File: config.mk
export PLATFORM = sky130hd
export DESIGN_NAME = text_to_unsigned_parser_top
export DESIGN_NICKNAME = d
export VERILOG_FILES = /design/src/rtl/ttu_pkg.sv /design/src/rtl/ttu_ctrl.sv /design/src/rtl/ttu_datapath.sv /design/src/rtl/text_to_unsigned_parser_top.sv
export SDC_FILE = /design/constraint.sdc
export NUM_CORES = 1
export LEC_CHECK = 0
export BUFFER_PORTS_ARGS = -buffer_cell sky130_fd_sc_hd__buf_2
export CELL_PAD_IN_SITES_DETAIL_PLACEMENT = 0
export CELL_PAD_IN_SITES_GLOBAL_PLACEMENT = 1
export CORE_ASPECT_RATIO = 0.5
export CORE_MARGIN = 2
export CORE_UTILIZATION = 35
export DETAILED_ROUTE_END_ITERATION = 8
export GPL_TIMING_DRIVEN = 0
export PLACE_DENSITY_LB_ADDON = 0.08
export REMOVE_ABC_BUFFERS = 1
export SKIP_CTS_REPAIR_TIMING = 1
export SYNTH_ARGS = -nofsm -noshare
export SYNTH_HDL_FRONTEND = slang
export SYNTH_SLANG_ARGS = --single-unit
File: constraint.sdc
create_clock -name clk -period 7.09 [get_ports clk]
set_input_delay 0.709 -clock clk [delete_from_list [all_inputs] [get_ports clk]]
set_output_delay 0.709 -clock clk [all_outputs]
set_load 0.01 [all_outputs]
File: src/rtl/ttu_pkg.sv
`timescale 1ns / 1ps
`default_nettype none

package ttu_pkg;

	localparam int unsigned VALUE_BITS = 64;
	localparam int unsigned BASE_BITS  = 6;
	localparam int unsigned DIGIT_BITS = 6;
	localparam int unsigned POS_BITS   = 16;
	localparam int unsigned PROD_BITS  = VALUE_BITS + BASE_BITS;

	localparam logic [POS_BITS-1:0] POS_MAX = '1;

	localparam logic [BASE_BITS-1:0] BASE_RESET = BASE_BITS'(10);
	localparam logic [BASE_BITS-1:0] BASE_MAX   = BASE_BITS'(36);
	localparam logic [BASE_BITS-1:0] BASE_ONE   = BASE_BITS'(1);
	localparam logic [BASE_BITS-1:0] BASE_AUTO  = BASE_BITS'(0);
	localparam logic [BASE_BITS-1:0] BASE_OCT   = BASE_BITS'(8);
	localparam logic [BASE_BITS-1:0] BASE_DEC   = BASE_BITS'(10);
	localparam logic [BASE_BITS-1:0] BASE_HEX   = BASE_BITS'(16);

	localparam logic [DIGIT_BITS-1:0] DIGIT_NONE = DIGIT_BITS'(36);

	localparam logic [7:0] CH_NUL   = 8'h00;
	localparam logic [7:0] CH_SPACE = 8'h20;
	localparam logic [7:0] CH_TAB   = 8'h09;
	localparam logic [7:0] CH_CR    = 8'h0D;
	localparam logic [7:0] CH_PLUS  = 8'h2B;
	localparam logic [7:0] CH_MINUS = 8'h2D;
	localparam logic [7:0] CH_ZERO  = 8'h30;
	localparam logic [7:0] CH_NINE  = 8'h39;
	localparam logic [7:0] CH_LA    = 8'h61;
	localparam logic [7:0] CH_LZ    = 8'h7A;
	localparam logic [7:0] CH_UA    = 8'h41;
	localparam logic [7:0] CH_UZ    = 8'h5A;
	localparam logic [7:0] CH_LX    = 8'h78;
	localparam logic [7:0] CH_UX    = 8'h58;

	localparam logic [1:0] STATUS_OK      = 2'd0;
	localparam logic [1:0] STATUS_INVALID = 2'd1;
	localparam logic [1:0] STATUS_RANGE   = 2'd2;

	typedef enum logic [2:0] {
		PH_SPACE,
		PH_SIGNED,
		PH_ZERO,
		PH_ZEROX,
		PH_DIGITS,
		PH_DONE,
		PH_FAIL
	} phase_t;

	typedef enum logic [1:0] {
		EMIT_ZERO,
		EMIT_INVALID,
		EMIT_NUMBER
	} emit_kind_t;

	typedef struct packed {
		logic                  accept;
		logic                  is_term;
		logic                  is_blank;
		logic                  is_sign;
		logic                  is_minus;
		logic                  is_zero;
		logic                  is_x;
		logic [DIGIT_BITS-1:0] digit;
		logic [BASE_BITS-1:0]  cfg_base;
		logic [BASE_BITS-1:0]  eff_base;
		logic                  digit_seen;
	} dp_status_t;

	typedef struct packed {
		logic                 advance;
		logic                 load_base;
		logic [BASE_BITS-1:0] base;
		logic                 take;
		logic                 zero_mark;
		logic                 set_neg;
		logic                 emit;
		emit_kind_t           emit_kind;
		logic                 clear;
	} dp_cmd_t;

	function automatic logic [DIGIT_BITS-1:0] digit_value(input logic [7:0] c);
		logic [7:0] d;
		d = 8'(DIGIT_NONE);
		if (c >= CH_ZERO && c <= CH_NINE) begin
			d = c - CH_ZERO;
		end else if (c >= CH_LA && c <= CH_LZ) begin
			d = c - CH_LA + 8'd10;
		end else if (c >= CH_UA && c <= CH_UZ) begin
			d = c - CH_UA + 8'd10;
		end
		return d[DIGIT_BITS-1:0];
	endfunction

endpackage

`default_nettype wire

File: src/rtl/ttu_ctrl.sv
`timescale 1ns / 1ps
`default_nettype none

module ttu_ctrl (
	input  wire logic              clk,
	input  wire logic              arst_n,
	input  wire ttu_pkg::dp_status_t sts,
	output ttu_pkg::dp_cmd_t       cmd
);

	ttu_pkg::phase_t state_q;
	ttu_pkg::phase_t state_d;

	logic [ttu_pkg::BASE_BITS-1:0] raw_base;
	logic [ttu_pkg::BASE_BITS-1:0] start_base;
	logic [ttu_pkg::BASE_BITS-1:0] zero_base;
	logic                          cfg_bad;
	logic                          zero_path;
	logic                          ok_start;
	logic                          ok_zero;
	logic                          ok_eff;
	logic                          ok_hex;
	logic                          step;

	always_comb begin
		raw_base   = (state_q == ttu_pkg::PH_SPACE) ? sts.cfg_base : sts.eff_base;
		start_base = (raw_base == ttu_pkg::BASE_AUTO) ? ttu_pkg::BASE_DEC : raw_base;
		zero_base  = (sts.eff_base == ttu_pkg::BASE_AUTO) ? ttu_pkg::BASE_OCT : sts.eff_base;
		cfg_bad    = (sts.cfg_base == ttu_pkg::BASE_ONE) || (sts.cfg_base > ttu_pkg::BASE_MAX);
		zero_path  = sts.is_zero &&
			((raw_base == ttu_pkg::BASE_AUTO) || (raw_base == ttu_pkg::BASE_HEX));
		ok_start   = sts.digit < start_base;
		ok_zero    = sts.digit < zero_base;
		ok_eff     = sts.digit < sts.eff_base;
		ok_hex     = sts.digit < ttu_pkg::BASE_HEX;
		step       = sts.accept && !sts.is_term;
	end

	always_ff @(posedge clk or negedge arst_n) begin
		if (!arst_n) begin
			state_q <= ttu_pkg::PH_SPACE;
		end else begin
			state_q <= state_d;
		end
	end

	always_comb begin
		state_d = state_q;
		if (sts.accept && sts.is_term) begin
			state_d = ttu_pkg::PH_SPACE;
		end else if (step) begin
			case (state_q)
				ttu_pkg::PH_SPACE: begin
					if (sts.is_blank) begin
						state_d = ttu_pkg::PH_SPACE;
					end else if (cfg_bad) begin
						state_d = ttu_pkg::PH_FAIL;
					end else if (sts.is_sign) begin
						state_d = ttu_pkg::PH_SIGNED;
					end else if (zero_path) begin
						state_d = ttu_pkg::PH_ZERO;
					end else if (ok_start) begin
						state_d = ttu_pkg::PH_DIGITS;
					end else begin
						state_d = ttu_pkg::PH_DONE;
					end
				end
				ttu_pkg::PH_SIGNED: begin
					if (zero_path) begin
						state_d = ttu_pkg::PH_ZERO;
					end else if (ok_start) begin
						state_d = ttu_pkg::PH_DIGITS;
					end else begin
						state_d = ttu_pkg::PH_FAIL;
					end
				end
				ttu_pkg::PH_ZERO: begin
					if (sts.is_x) begin
						state_d = ttu_pkg::PH_ZEROX;
					end else if (ok_zero) begin
						state_d = ttu_pkg::PH_DIGITS;
					end else begin
						state_d = ttu_pkg::PH_DONE;
					end
				end
				ttu_pkg::PH_ZEROX: begin
					state_d = ok_hex ? ttu_pkg::PH_DIGITS : ttu_pkg::PH_DONE;
				end
				ttu_pkg::PH_DIGITS: begin
					state_d = ok_eff ? ttu_pkg::PH_DIGITS : ttu_pkg::PH_DONE;
				end
				default: begin
					state_d = state_q;
				end
			endcase
		end
	end

	always_comb begin
		cmd           = '0;
		cmd.emit_kind = ttu_pkg::EMIT_ZERO;
		if (sts.accept && sts.is_term) begin
			cmd.emit  = 1'b1;
			cmd.clear = 1'b1;
			case (state_q)
				ttu_pkg::PH_SPACE: begin
					cmd.emit_kind = cfg_bad ? ttu_pkg::EMIT_INVALID : ttu_pkg::EMIT_ZERO;
				end
				ttu_pkg::PH_SIGNED, ttu_pkg::PH_FAIL: begin
					cmd.emit_kind = ttu_pkg::EMIT_INVALID;
				end
				default: begin
					cmd.emit_kind = sts.digit_seen ? ttu_pkg::EMIT_NUMBER : ttu_pkg::EMIT_ZERO;
				end
			endcase
		end else if (step) begin
			cmd.advance = 1'b1;
			case (state_q)
				ttu_pkg::PH_SPACE, ttu_pkg::PH_SIGNED: begin
					if (state_q == ttu_pkg::PH_SPACE && (sts.is_blank || cfg_bad)) begin
						cmd.load_base = 1'b0;
					end else if (state_q == ttu_pkg::PH_SPACE && sts.is_sign) begin
						cmd.load_base = 1'b1;
						cmd.base      = raw_base;
						cmd.set_neg   = sts.is_minus;
					end else if (zero_path) begin
						cmd.load_base = 1'b1;
						cmd.base      = raw_base;
						cmd.zero_mark = 1'b1;
					end else begin
						cmd.load_base = 1'b1;
						cmd.base      = start_base;
						cmd.take      = ok_start;
					end
				end
				ttu_pkg::PH_ZERO: begin
					if (!sts.is_x) begin
						cmd.load_base = 1'b1;
						cmd.base      = zero_base;
						cmd.take      = ok_zero;
					end
				end
				ttu_pkg::PH_ZEROX: begin
					cmd.load_base = ok_hex;
					cmd.base      = ttu_pkg::BASE_HEX;
					cmd.take      = ok_hex;
				end
				ttu_pkg::PH_DIGITS: begin
					cmd.base = sts.eff_base;
					cmd.take = ok_eff;
				end
				default: begin
					cmd.advance = 1'b1;
				end
			endcase
		end
	end

endmodule

`default_nettype wire

File: src/rtl/ttu_datapath.sv
`timescale 1ns / 1ps
`default_nettype none

module ttu_datapath (
	input  wire logic                                clk,
	input  wire logic                                arst_n,
	input  wire logic                                in_valid,
	output logic                                     in_stall,
	input  wire logic [7:0]                          text_char,
	output logic                                     out_valid,
	input  wire logic                                out_stall,
	output logic [ttu_pkg::VALUE_BITS-1:0]           parsed_value,
	output logic [1:0]                               parse_status,
	output logic [15:0]                              stop_position,
	input  wire logic                                cfg_wr_en,
	input  wire logic [ttu_pkg::BASE_BITS-1:0]       cfg_wr_data,
	input  wire ttu_pkg::dp_cmd_t                    cmd,
	output ttu_pkg::dp_status_t                      sts
);

	logic [ttu_pkg::BASE_BITS-1:0]  cfg_base_q;
	logic [ttu_pkg::BASE_BITS-1:0]  eff_base_q;
	logic                           neg_q;
	logic [ttu_pkg::VALUE_BITS-1:0] acc_q;
	logic                           ovf_q;
	logic [ttu_pkg::POS_BITS-1:0]   pos_q;
	logic [ttu_pkg::POS_BITS-1:0]   end_q;
	logic                           seen_q;

	logic                           out_valid_q;
	logic [ttu_pkg::VALUE_BITS-1:0] value_q;
	logic [1:0]                     status_q;
	logic [15:0]                    stop_q;

	logic [ttu_pkg::DIGIT_BITS-1:0] digit;
	logic [ttu_pkg::PROD_BITS-1:0]  sum;
	logic [ttu_pkg::POS_BITS-1:0]   pos_next;
	logic                           accept;
	logic                           out_take;

	always_comb begin
		in_stall = out_valid_q && out_stall;
		accept   = in_valid && !in_stall;
		out_take = out_valid_q && !out_stall;
		digit    = ttu_pkg::digit_value(text_char);
		sum      = ttu_pkg::PROD_BITS'(acc_q) * ttu_pkg::PROD_BITS'(cmd.base) +
			ttu_pkg::PROD_BITS'(digit);
		pos_next = (pos_q == ttu_pkg::POS_MAX) ? ttu_pkg::POS_MAX : pos_q + 1'b1;

		sts            = '0;
		sts.accept     = accept;
		sts.is_term    = text_char == ttu_pkg::CH_NUL;
		sts.is_blank   = (text_char == ttu_pkg::CH_SPACE) ||
			(text_char >= ttu_pkg::CH_TAB && text_char <= ttu_pkg::CH_CR);
		sts.is_sign    = (text_char == ttu_pkg::CH_PLUS) || (text_char == ttu_pkg::CH_MINUS);
		sts.is_minus   = text_char == ttu_pkg::CH_MINUS;
		sts.is_zero    = text_char == ttu_pkg::CH_ZERO;
		sts.is_x       = (text_char == ttu_pkg::CH_LX) || (text_char == ttu_pkg::CH_UX);
		sts.digit      = digit;
		sts.cfg_base   = cfg_base_q;
		sts.eff_base   = eff_base_q;
		sts.digit_seen = seen_q;
	end

	always_ff @(posedge clk or negedge arst_n) begin
		if (!arst_n) begin
			cfg_base_q <= ttu_pkg::BASE_RESET;
		end else if (cfg_wr_en) begin
			cfg_base_q <= cfg_wr_data;
		end
	end

	always_ff @(posedge clk or negedge arst_n) begin
		if (!arst_n) begin
			eff_base_q <= '0;
			neg_q      <= 1'b0;
			acc_q      <= '0;
			ovf_q      <= 1'b0;
			pos_q      <= '0;
			end_q      <= '0;
			seen_q     <= 1'b0;
		end else if (cmd.clear) begin
			eff_base_q <= '0;
			neg_q      <= 1'b0;
			acc_q      <= '0;
			ovf_q      <= 1'b0;
			pos_q      <= '0;
			end_q      <= '0;
			seen_q     <= 1'b0;
		end else begin
			if (cmd.advance) begin
				pos_q <= pos_next;
			end
			if (cmd.load_base) begin
				eff_base_q <= cmd.base;
			end
			if (cmd.set_neg) begin
				neg_q <= 1'b1;
			end
			if (cmd.zero_mark) begin
				acc_q  <= '0;
				seen_q <= 1'b1;
				end_q  <= pos_next;
			end
			if (cmd.take) begin
				if (!ovf_q) begin
					acc_q <= sum[ttu_pkg::VALUE_BITS-1:0];
					ovf_q <= |sum[ttu_pkg::PROD_BITS-1:ttu_pkg::VALUE_BITS];
				end
				seen_q <= 1'b1;
				end_q  <= pos_next;
			end
		end
	end

	always_ff @(posedge clk or negedge arst_n) begin
		if (!arst_n) begin
			out_valid_q <= 1'b0;
		end else if (cmd.emit) begin
			out_valid_q <= 1'b1;
		end else if (out_take) begin
			out_valid_q <= 1'b0;
		end
	end

	always_ff @(posedge clk) begin
		if (cmd.emit) begin
			case (cmd.emit_kind)
				ttu_pkg::EMIT_INVALID: begin
					value_q  <= '0;
					status_q <= ttu_pkg::STATUS_INVALID;
					stop_q   <= '0;
				end
				ttu_pkg::EMIT_NUMBER: begin
					stop_q <= 16'(end_q);
					if (ovf_q) begin
						value_q  <= '1;
						status_q <= ttu_pkg::STATUS_RANGE;
					end else begin
						value_q  <= neg_q ? (~acc_q + 1'b1) : acc_q;
						status_q <= ttu_pkg::STATUS_OK;
					end
				end
				default: begin
					value_q  <= '0;
					status_q <= ttu_pkg::STATUS_OK;
					stop_q   <= '0;
				end
			endcase
		end
	end

	assign out_valid     = out_valid_q;
	assign parsed_value  = value_q;
	assign parse_status  = status_q;
	assign stop_position = stop_q;

endmodule

`default_nettype wire

File: src/rtl/text_to_unsigned_parser_top.sv
// Channel   Direction  Handshake              Payload
// input     in         in_valid / in_stall    text_char[7:0]
// result    out        out_valid / out_stall  parsed_value[63:0], parse_status[1:0],
//                                             stop_position[15:0]
// config    in         cfg_wr_en              cfg_wr_data[5:0] (number_base)
//
// One character word per cycle while in_stall is low; the 64x6 multiply-add on the accumulator sets the cycle.
// A zero byte yields its result word in the cycle after acceptance, from the output register.
// in_stall rises only while a result word waits and out_stall is high.
// Reset sets number_base to 10 and clears the parse state; no clearing pass.
`timescale 1ns / 1ps
`default_nettype none

module text_to_unsigned_parser_top (
	input  wire logic        clk,
	input  wire logic        arst_n,
	input  wire logic        in_valid,
	output logic             in_stall,
	input  wire logic [7:0]  text_char,
	output logic             out_valid,
	input  wire logic        out_stall,
	output logic [63:0]      parsed_value,
	output logic [1:0]       parse_status,
	output logic [15:0]      stop_position,
	input  wire logic        cfg_wr_en,
	input  wire logic [5:0]  cfg_wr_data
);

	ttu_pkg::dp_cmd_t    cmd;
	ttu_pkg::dp_status_t sts;

	ttu_ctrl u_ctrl (
		.clk    (clk),
		.arst_n (arst_n),
		.sts    (sts),
		.cmd    (cmd)
	);

	ttu_datapath u_datapath (
		.clk           (clk),
		.arst_n        (arst_n),
		.in_valid      (in_valid),
		.in_stall      (in_stall),
		.text_char     (text_char),
		.out_valid     (out_valid),
		.out_stall     (out_stall),
		.parsed_value  (parsed_value),
		.parse_status  (parse_status),
		.stop_position (stop_position),
		.cfg_wr_en     (cfg_wr_en),
		.cfg_wr_data   (cfg_wr_data),
		.cmd           (cmd),
		.sts           (sts)
	);

endmodule

`default_nettype wire

* Yosys cells after proc, flatten, opt, wreduce, memory -nomap -nowiden *
Index checks and enable logic that the tools add are counted.

storage, ports and cells
  bits in registers = 197
  latch bits = 0
  RAM bits = 0
  ROM bits = 0
  bits of input ports = 19
  output and inout bits = 84
  word-level logic and storage cells = 153
  memories kept = 0

cells by class
  add/sub/neg operators = 8
  $mul = 1
  divide/modulo/power cells = 0
  $lt $le $gt $ge = 13
  equality and inequality tests = 16
  shift-type cells = 0
  muxes and demuxes = 64
  bitwise operators = 1
  reduce and logical (&&, ||, !) cells = 37

operator list
  kind                   count
  $mux 64                6
  $mux 16                6
  $add 70x6->70          1
  $mul 64x6->70          1
  $add 64x1->64 const B  1
  $not 64->64            1
  $mux 6                 9
  $eq 8x6->1 const B     4
  $pmux 7 s4             1
  $mux 3                 8
  $mux 11                2
  $mux 1                 19
  $lt 6x6->1             3
  $add 16x1->16 const B  1
  $eq 16x16->1 const B   1
  $eq 8x7->1 const B     2
  $ge 8x7->1 const B     2
  $le 8x7->1 const B     2
  $pmux 3 s5             1
  $add 6x4->6 const B    2
  $logic_and 1x1->1      12
  $logic_not 6->1        2
  $reduce_bool 2->1      6
  $sub 6x6->6 const B    2
  30 further kinds       45

* Longest topological paths before layout *
  depth in word-level cells = 18
  mapped depth = 31
  mapped depth without buffers = 29

* Modules after synthesis *
Synthesis repeated with hierarchy kept, for this count alone.

unflattened totals
  cells, all modules = 2763
  area total of the unflattened synthesis = 24280.8 µm²

by module, submodules not included
  module        times used  cells an instance  area each (µm²)  sequential area each (µm²)
  ttu_datapath  1           2597               23124.7          5267.6
  ttu_ctrl      1           166                1156.1           75.1

* Worst setup path before layout *
Ideal clock, no wire load.

  path kind = in2reg
  start point = input port text_char[1]
  end point = register u_datapath.acc_q[61] in the netlist's numbering
  setup time = 0.288 ns
  arrival = 7.282 ns
  data required time = 6.802 ns
  setup slack = -0.480 ns
  stages = 30
  path buffers = 2
  cells stage by stage = inv_1 ha_1 clkbuf_1 nand3b_1 a21oi_1 o21ai_0 nor2b_1 o21a_1 a32oi_1 nor2_1 clkbuf_1 nand2_1 fa_1 fa_1 inv_1 fa_1 inv_1 fa_1 inv_1 ha_1 o211ai_1 a21oi_1 o21ai_0 a21oi_1 a31oi_1 o41ai_1 a31oi_1 xnor2_1 nand2_1 a21oi_1

on the way
  word-level cells in the longest chain between the ends = 14
  elaborated cells between the ends (all ways) = 59
  those cells by class = 6 x add/sub; 1 x mul; 12 x order compare; 6 x eq/ne; 19 x mux; 15 x reduce/logical

ends and longest elaborated chain
  element                                      line                                  RTL
  from (decl)                                  text_to_unsigned_parser_top.sv:19     input wire logic [7:0] text_char,
  $ge 8x4->1 (tied with other cells)           ttu_datapath.sv:54                    (text_char >= ttu_pkg::CH_TAB && text_char <= ttu_pkg::CH_CR);
  $logic_and 1x1->1 (tied with other cells)    ttu_datapath.sv:54
  $logic_or 1x1->1 or $mux 6 (tied branches)   ttu_datapath.sv:53, ttu_pkg.sv:92
  $logic_or 1x1->1 or $mux 6 (tied branches)   ttu_ctrl.sv:120, ttu_pkg.sv:90
  $logic_and 1x1->1 or $mux 6 (tied branches)  ttu_ctrl.sv:120, ttu_pkg.sv:88
  $mux 9 or $lt 6x6->1 (tied branches)         ttu_ctrl.sv:120, ttu_ctrl.sv:32
  $pmux 7 s4 or $mux 1 (tied branches)         ttu_ctrl.sv:118, ttu_ctrl.sv:126
  $mux 11 or $mux 2 (tied branches)            ttu_ctrl.sv:116, ttu_ctrl.sv:122
  $mux 11 or $mux 9 (tied branches)            ttu_ctrl.sv:102, ttu_ctrl.sv:120
  $mul 64x6->70 or $pmux 7 s4 (tied branches)  ttu_datapath.sv:46, ttu_ctrl.sv:118
  $add 70x6->70 or $mux 11 (tied branches)     ttu_datapath.sv:46, ttu_ctrl.sv:116
  $mux 64 or $mux 11 (tied branches)           ttu_datapath.sv:106, ttu_ctrl.sv:102
  $mux 64                                      ttu_datapath.sv:105                   if (cmd.take) begin
  $mux 64 *                                    ttu_datapath.sv:82                    end else if (cmd.clear) begin
  to (signal assigned)                         ttu_datapath.sv:107                   acc_q <= sum[ttu_pkg::VALUE_BITS-1:0];
  to (decl)                                    ttu_datapath.sv:24                    logic [ttu_pkg::VALUE_BITS-1:0] acc_q;

Mark *: on every way between the ends. The rest lies on a longest branch, timed or not.
A chain may end at the register's enable or synchronous reset.

* Worst setup path after layout *
  start point = register u_ctrl.state_q[1]
  end point = register u_datapath.acc_q[57] in the netlist's numbering

on the way
  word-level cells in the longest chain between the ends = 16
  elaborated cells between the ends (all ways) = 31
  those cells by class = 1 x add/sub; 1 x mul; 1 x order compare; 5 x eq/ne; 16 x mux; 7 x reduce/logical

ends and longest elaborated chain
  element                                        line                            RTL
  from (decl)                                    ttu_ctrl.sv:11                  ttu_pkg::phase_t state_q;
  from (signal assigned)                         ttu_ctrl.sv:41                  state_q <= ttu_pkg::PH_SPACE;
  from (signal assigned)                         ttu_ctrl.sv:43                  state_q <= state_d;
  $logic_not 3->1                                -
  $mux 6                                         ttu_ctrl.sv:26                  raw_base = (state_q == ttu_pkg::PH_SPACE) ? sts.cfg_base : sts.eff_base;
  $eq 6x5->1 or $logic_not 6->1 (tied branches)  ttu_ctrl.sv:31, ttu_ctrl.sv:27
  $logic_or 1x1->1                               ttu_ctrl.sv:31                  ((raw_base == ttu_pkg::BASE_AUTO) || (raw_base == ttu_pkg::BASE_HEX));
  $logic_and 1x1->1                              ttu_ctrl.sv:30                  zero_path = sts.is_zero &&
  $mux 6                                         ttu_ctrl.sv:126                 end else if (zero_path) begin
  $mux 7                                         ttu_ctrl.sv:122                 end else if (state_q == ttu_pkg::PH_SPACE && sts.is_sign) begin
  $mux 9                                         ttu_ctrl.sv:120                 if (state_q == ttu_pkg::PH_SPACE && (sts.is_blank || cfg_bad)) begin
  $pmux 7 s4                                     ttu_ctrl.sv:118                 case (state_q)
  $mux 11 *                                      ttu_ctrl.sv:116                 end else if (step) begin
  $mux 11 *                                      ttu_ctrl.sv:102                 if (sts.accept && sts.is_term) begin
  $mul 64x6->70                                  ttu_datapath.sv:46              sum = ttu_pkg::PROD_BITS'(acc_q) * ttu_pkg::PROD_BITS'(cmd.base) +
  $add 70x6->70                                  ttu_datapath.sv:46
  $mux 64                                        ttu_datapath.sv:106             if (!ovf_q) begin
  $mux 64 *                                      ttu_datapath.sv:105
  $mux 64 *                                      ttu_datapath.sv:82

Marks and branches as above.

==> impl_summary.md <==
Outcome
The flow ran to the end, and the final reports show no timing, DRC or antenna violations.

Synth
The synthesis warning total is 0. The area fraction in compound gates after synthesis is 14.8%. Counting flops with a built-in enable in the synthesized netlist gives 82. The register area share after synthesis is 22.5%. The dominant cell type by area after synthesis is fa_1.

In the synthesized netlist, the number of instances is 2575. The flop and latch count out of synthesis is approximately 200. In the post-synthesis netlist, the biggest area contributors are fa_1 21%, dfrtp_1 12%, edfxtp_1 10%.

The simple-gate area share of the yosys netlist is a little over a fifth. For this run, the leading register cell type out of synthesis is dfrtp_1. By area, the combinational part of the netlist is dominated by adder cells. The post-synthesis mux area share is 1.17%. The fraction of synthesis flops using an asynchronous set or reset pin is 58.4%. The adder and majority cell fraction of the synthesized area is 30.4%. The synthesized cell area is approximately 0.024 sq mm. The count of distinct cell types in the synthesized netlist is 81.

The mean instance size in the synthesized netlist is a little over 9 sq um. The top cell type's share of synthesized area is a little over a fifth. The xor-xnor portion of the synthesized cell area is 5.02%.

Clocking
The root cell of the clock tree is clkbuf_16. The number of H-tree levels is 4. After clock tree synthesis, the clock-pin slew on the worst setup and hold paths is 100 ps. The total clock buffers created by CTS is 17. No sink is reached through more buffers than the 2 on the longest clock path. TritonCTS built the clock tree. The tree built by TritonCTS fans out to roughly 200 sinks.

The clock reaches the later pin of the worst-skew pair after 520 ps.

Floorplan
In this run the horizontal extent of the chip is 372 microns. The die outline area is between 0.07 and 0.08 sq mm. In this run the count of I/O pins placed on the die edge is 103. The starting density of the core is 35.4%. The total number of placement rows is between 60 and 70. The core region is 0.0671 sq mm. The y dimension of the die is roughly 190 microns.

Pwr
The largest vdd supply drop is 0.000161 V. The leakage power total is 12.1 nW. For this design the ratio of total power to cell area is between 100 and 150 mW/mm^2.

Final layout
The filler cell count is 6762. The post-route netlist has 17.1% of its cells at a drive strength greater than 1. At the end of the flow, the number of nets in the layout was 3045. The area growth from synthesis to layout is 17.0%.

STA
The setup total negative slack is 0 ps. For the pin with the worst max-slew slack, the measured transition is approximately 1300 ps. The highest achievable clock rate is 142 MHz. In the finished design, the share of the clock period the worst path needs comes to between 90 and 100%.

Subtracting the final worst setup slack from the clock period gives 7040 ps. Setup repair after global routing could not meet its margin everywhere. The max-slew violation total from the final report came to 0. The worst clock skew is between 20 and 25 ps. Setup violations remaining at the end of the flow were counted as 0.

The normalized max-slew margin is between 10% and 20%. The count of endpoints failing hold in the final timing report is 0. On the final layout, the worst hold slack is 206 ps.

GRT
Across every metal layer, demand over resource in global routing totals 22.0%. The initial antenna violation count is 0. The maximum number of pins on one net before global-route repair is 85.

The remaining global-route overflow is 0. The number of global-route vias before repair is slightly below 20000. The first-pass GRT wire length is 119000 microns.

Critical path
For the worst setup path, the data arrival time is 7480 ps. The delay of the slowest critical-path stage is between 500 and 600 ps. The worst setup path is launched from a flip-flop. The worst-path maximum fanout is 13. The cell that appears most often on the critical path is fa_1. The type of destination of the critical path is a flip-flop. The slowest stage of the critical path belongs to the cell fa_1. By startpoint and endpoint, the worst setup path is classified as flip-flop to flip-flop. The required time of the critical path is between 7000 and 8000 ps.

Placed design
During placement, the flow inserted port buffers numbering 102. Routability-driven placement finished with a final weighted congestion of 0.826. The estimated wirelength of the detail-placed design is 55400 microns.

Hold path
The worst hold path belongs to the class input pin to async pin.

Detailed routing
The detailed router's first-iteration violation count is 1088. The first-pass iteration count of the detailed router is 5. The number of nets still failing antenna checks after routing is 0. The routed layout has 19055 vias. The per-cell via count in the routed design is roughly 5.4. In the final routed layout, each cell accounts on average for 21.5 microns.

In the routed design, unresolved DRC markers number 0. After detailed routing, the total wire length is 75600 microns.

Flow run
Across the run, the number of max-cap violations was 0.
[state kept, by name, indices dropped and copies added (netlist names), 3 cells and up]
name / count
u_ctrl.state_q: 3
u_datapath.stop_position: 16
u_datapath.cfg_base_q: 6
u_datapath.pos_q: 16
u_datapath.end_q: 16
u_datapath.eff_base_q: 6
u_datapath.acc_q: 64
u_datapath.parsed_value: 64
[cells in the mapped netlist, types with 16 or more instances]
cell        n
a21boi_0   51
a21o_1     26
a21oi_1   182
a31oi_1    22
and2_1    382
and3_1     16
clkbuf_1  171
dfrtp_1   113
edfxtp_1   82
fa_1      252
ha_1      173
inv_1      92
nand2_1   202
nand2b_1   20
nand3_1    87
nand4_1    34
nor2_1    109
nor3_1     29
o21a_1     23
o21ai_0   112
o21bai_1   16
o31ai_1    20
xnor2_1    63
xor2_1     73
[per-stage QoR]
stage	instances	power, mW	instance area, sq um	worst slack [ps]	util (%)
detailed placement	3409	2.04	25300	-2980	37.7
global placement	3386	2.02	24700	-7540	36.8
CTS	3441	3.16	25900	-2550	38.6
global route	3511	3.37	27800	-211	41.4
finish	3513	3.22	27800	49.4	41.4
floorplan	2387	1.75	23000	-1710	-
[per-layer routing]
| metal | GRT usage (%) | vias up | share of wire [%] |
|---|---|---|---|
| met5 | 0 | - | 0 |
| met4 | 4.02 | 0 | 1.0 |
| met3 | 3.06 | 43 | 3.4 |
| met2 | 33.4 | 273 | 45 |
| met1 | 33.4 | 9852 | 50 |
| li1 | - | 8887 | - |
[final timing paths]
| kind | from | endpoint | slack (ps) | depth (start not counted) |
|---|---|---|---|---|
| min reg2reg | u_datapath.pos_q[1] | u_datapath.pos_q[1] | 520 | 2 |
| max in group asynchronous | arst_n | u_datapath.end_q[1] | 6130 | 2 |
| min in group clk | cfg_wr_data[2] | u_datapath.cfg_base_q[2] | 420 | 2 |
| max reg2reg | u_ctrl.state_q[1] | u_datapath.acc_q[57] | 50 | 28 |
| min | arst_n | u_datapath.acc_q[61] | 210 | 1 |
| max | u_ctrl.state_q[1] | u_datapath.acc_q[57] | 50 | 28 |
[worst max-delay path, delay by kind of cell (launching register included)]
family	cells	cell delay, ps
buf+inv	4	790
fa+ha+maj	5	2180
flops	1	480
simple gates	9	1740
xor+xnor	1	300
mux	1	280
compound gates	8	1180
[cell families (layout without fill, tap and decap cells)]
family,after synthesis,count (layout)
and+or+nand+nor,954,954
AOI/OAI and AO/OA,556,556
adders and majority gates,425,425
buffers and inverters,281,320
DFF,197,197
xor gates and xnor gates,136,136
muxes,26,26
other,0,2
[final cells by class]
class	count	area (sq um)	area share (%)
multi-input combinational	2097	18700	67.2
timing repair buffer	195	1640	5.91
sequential	197	5350	19.3
clock buffer	17	425	1.53
inverter	93	354	1.27
clock inverter	15	200	0.721
antenna	2	5.00	0.0180
tap	897	1120	4.04
[power breakdown]
part           switching (mW)  internal (mW)  leakage, nW  total, mW
registers              0.0924           1.25         2.14       1.35
logic                   0.500          0.277         9.67      0.778
clock network           0.609          0.485        0.298       1.09
total                    1.20           2.02         12.1       3.22
[layout by cell type (no fill, tap or decap), types with 88 or more instances in the layout]
master,count
nor2_1,97
and2_1,379
ha_1,109
fa_1,252
nand2_1,193
inv_1,89
o21ai_0,88
dfrtp_1,107
a21oi_1,153
buf_2,101
Power figures use the tool's default switching activity.
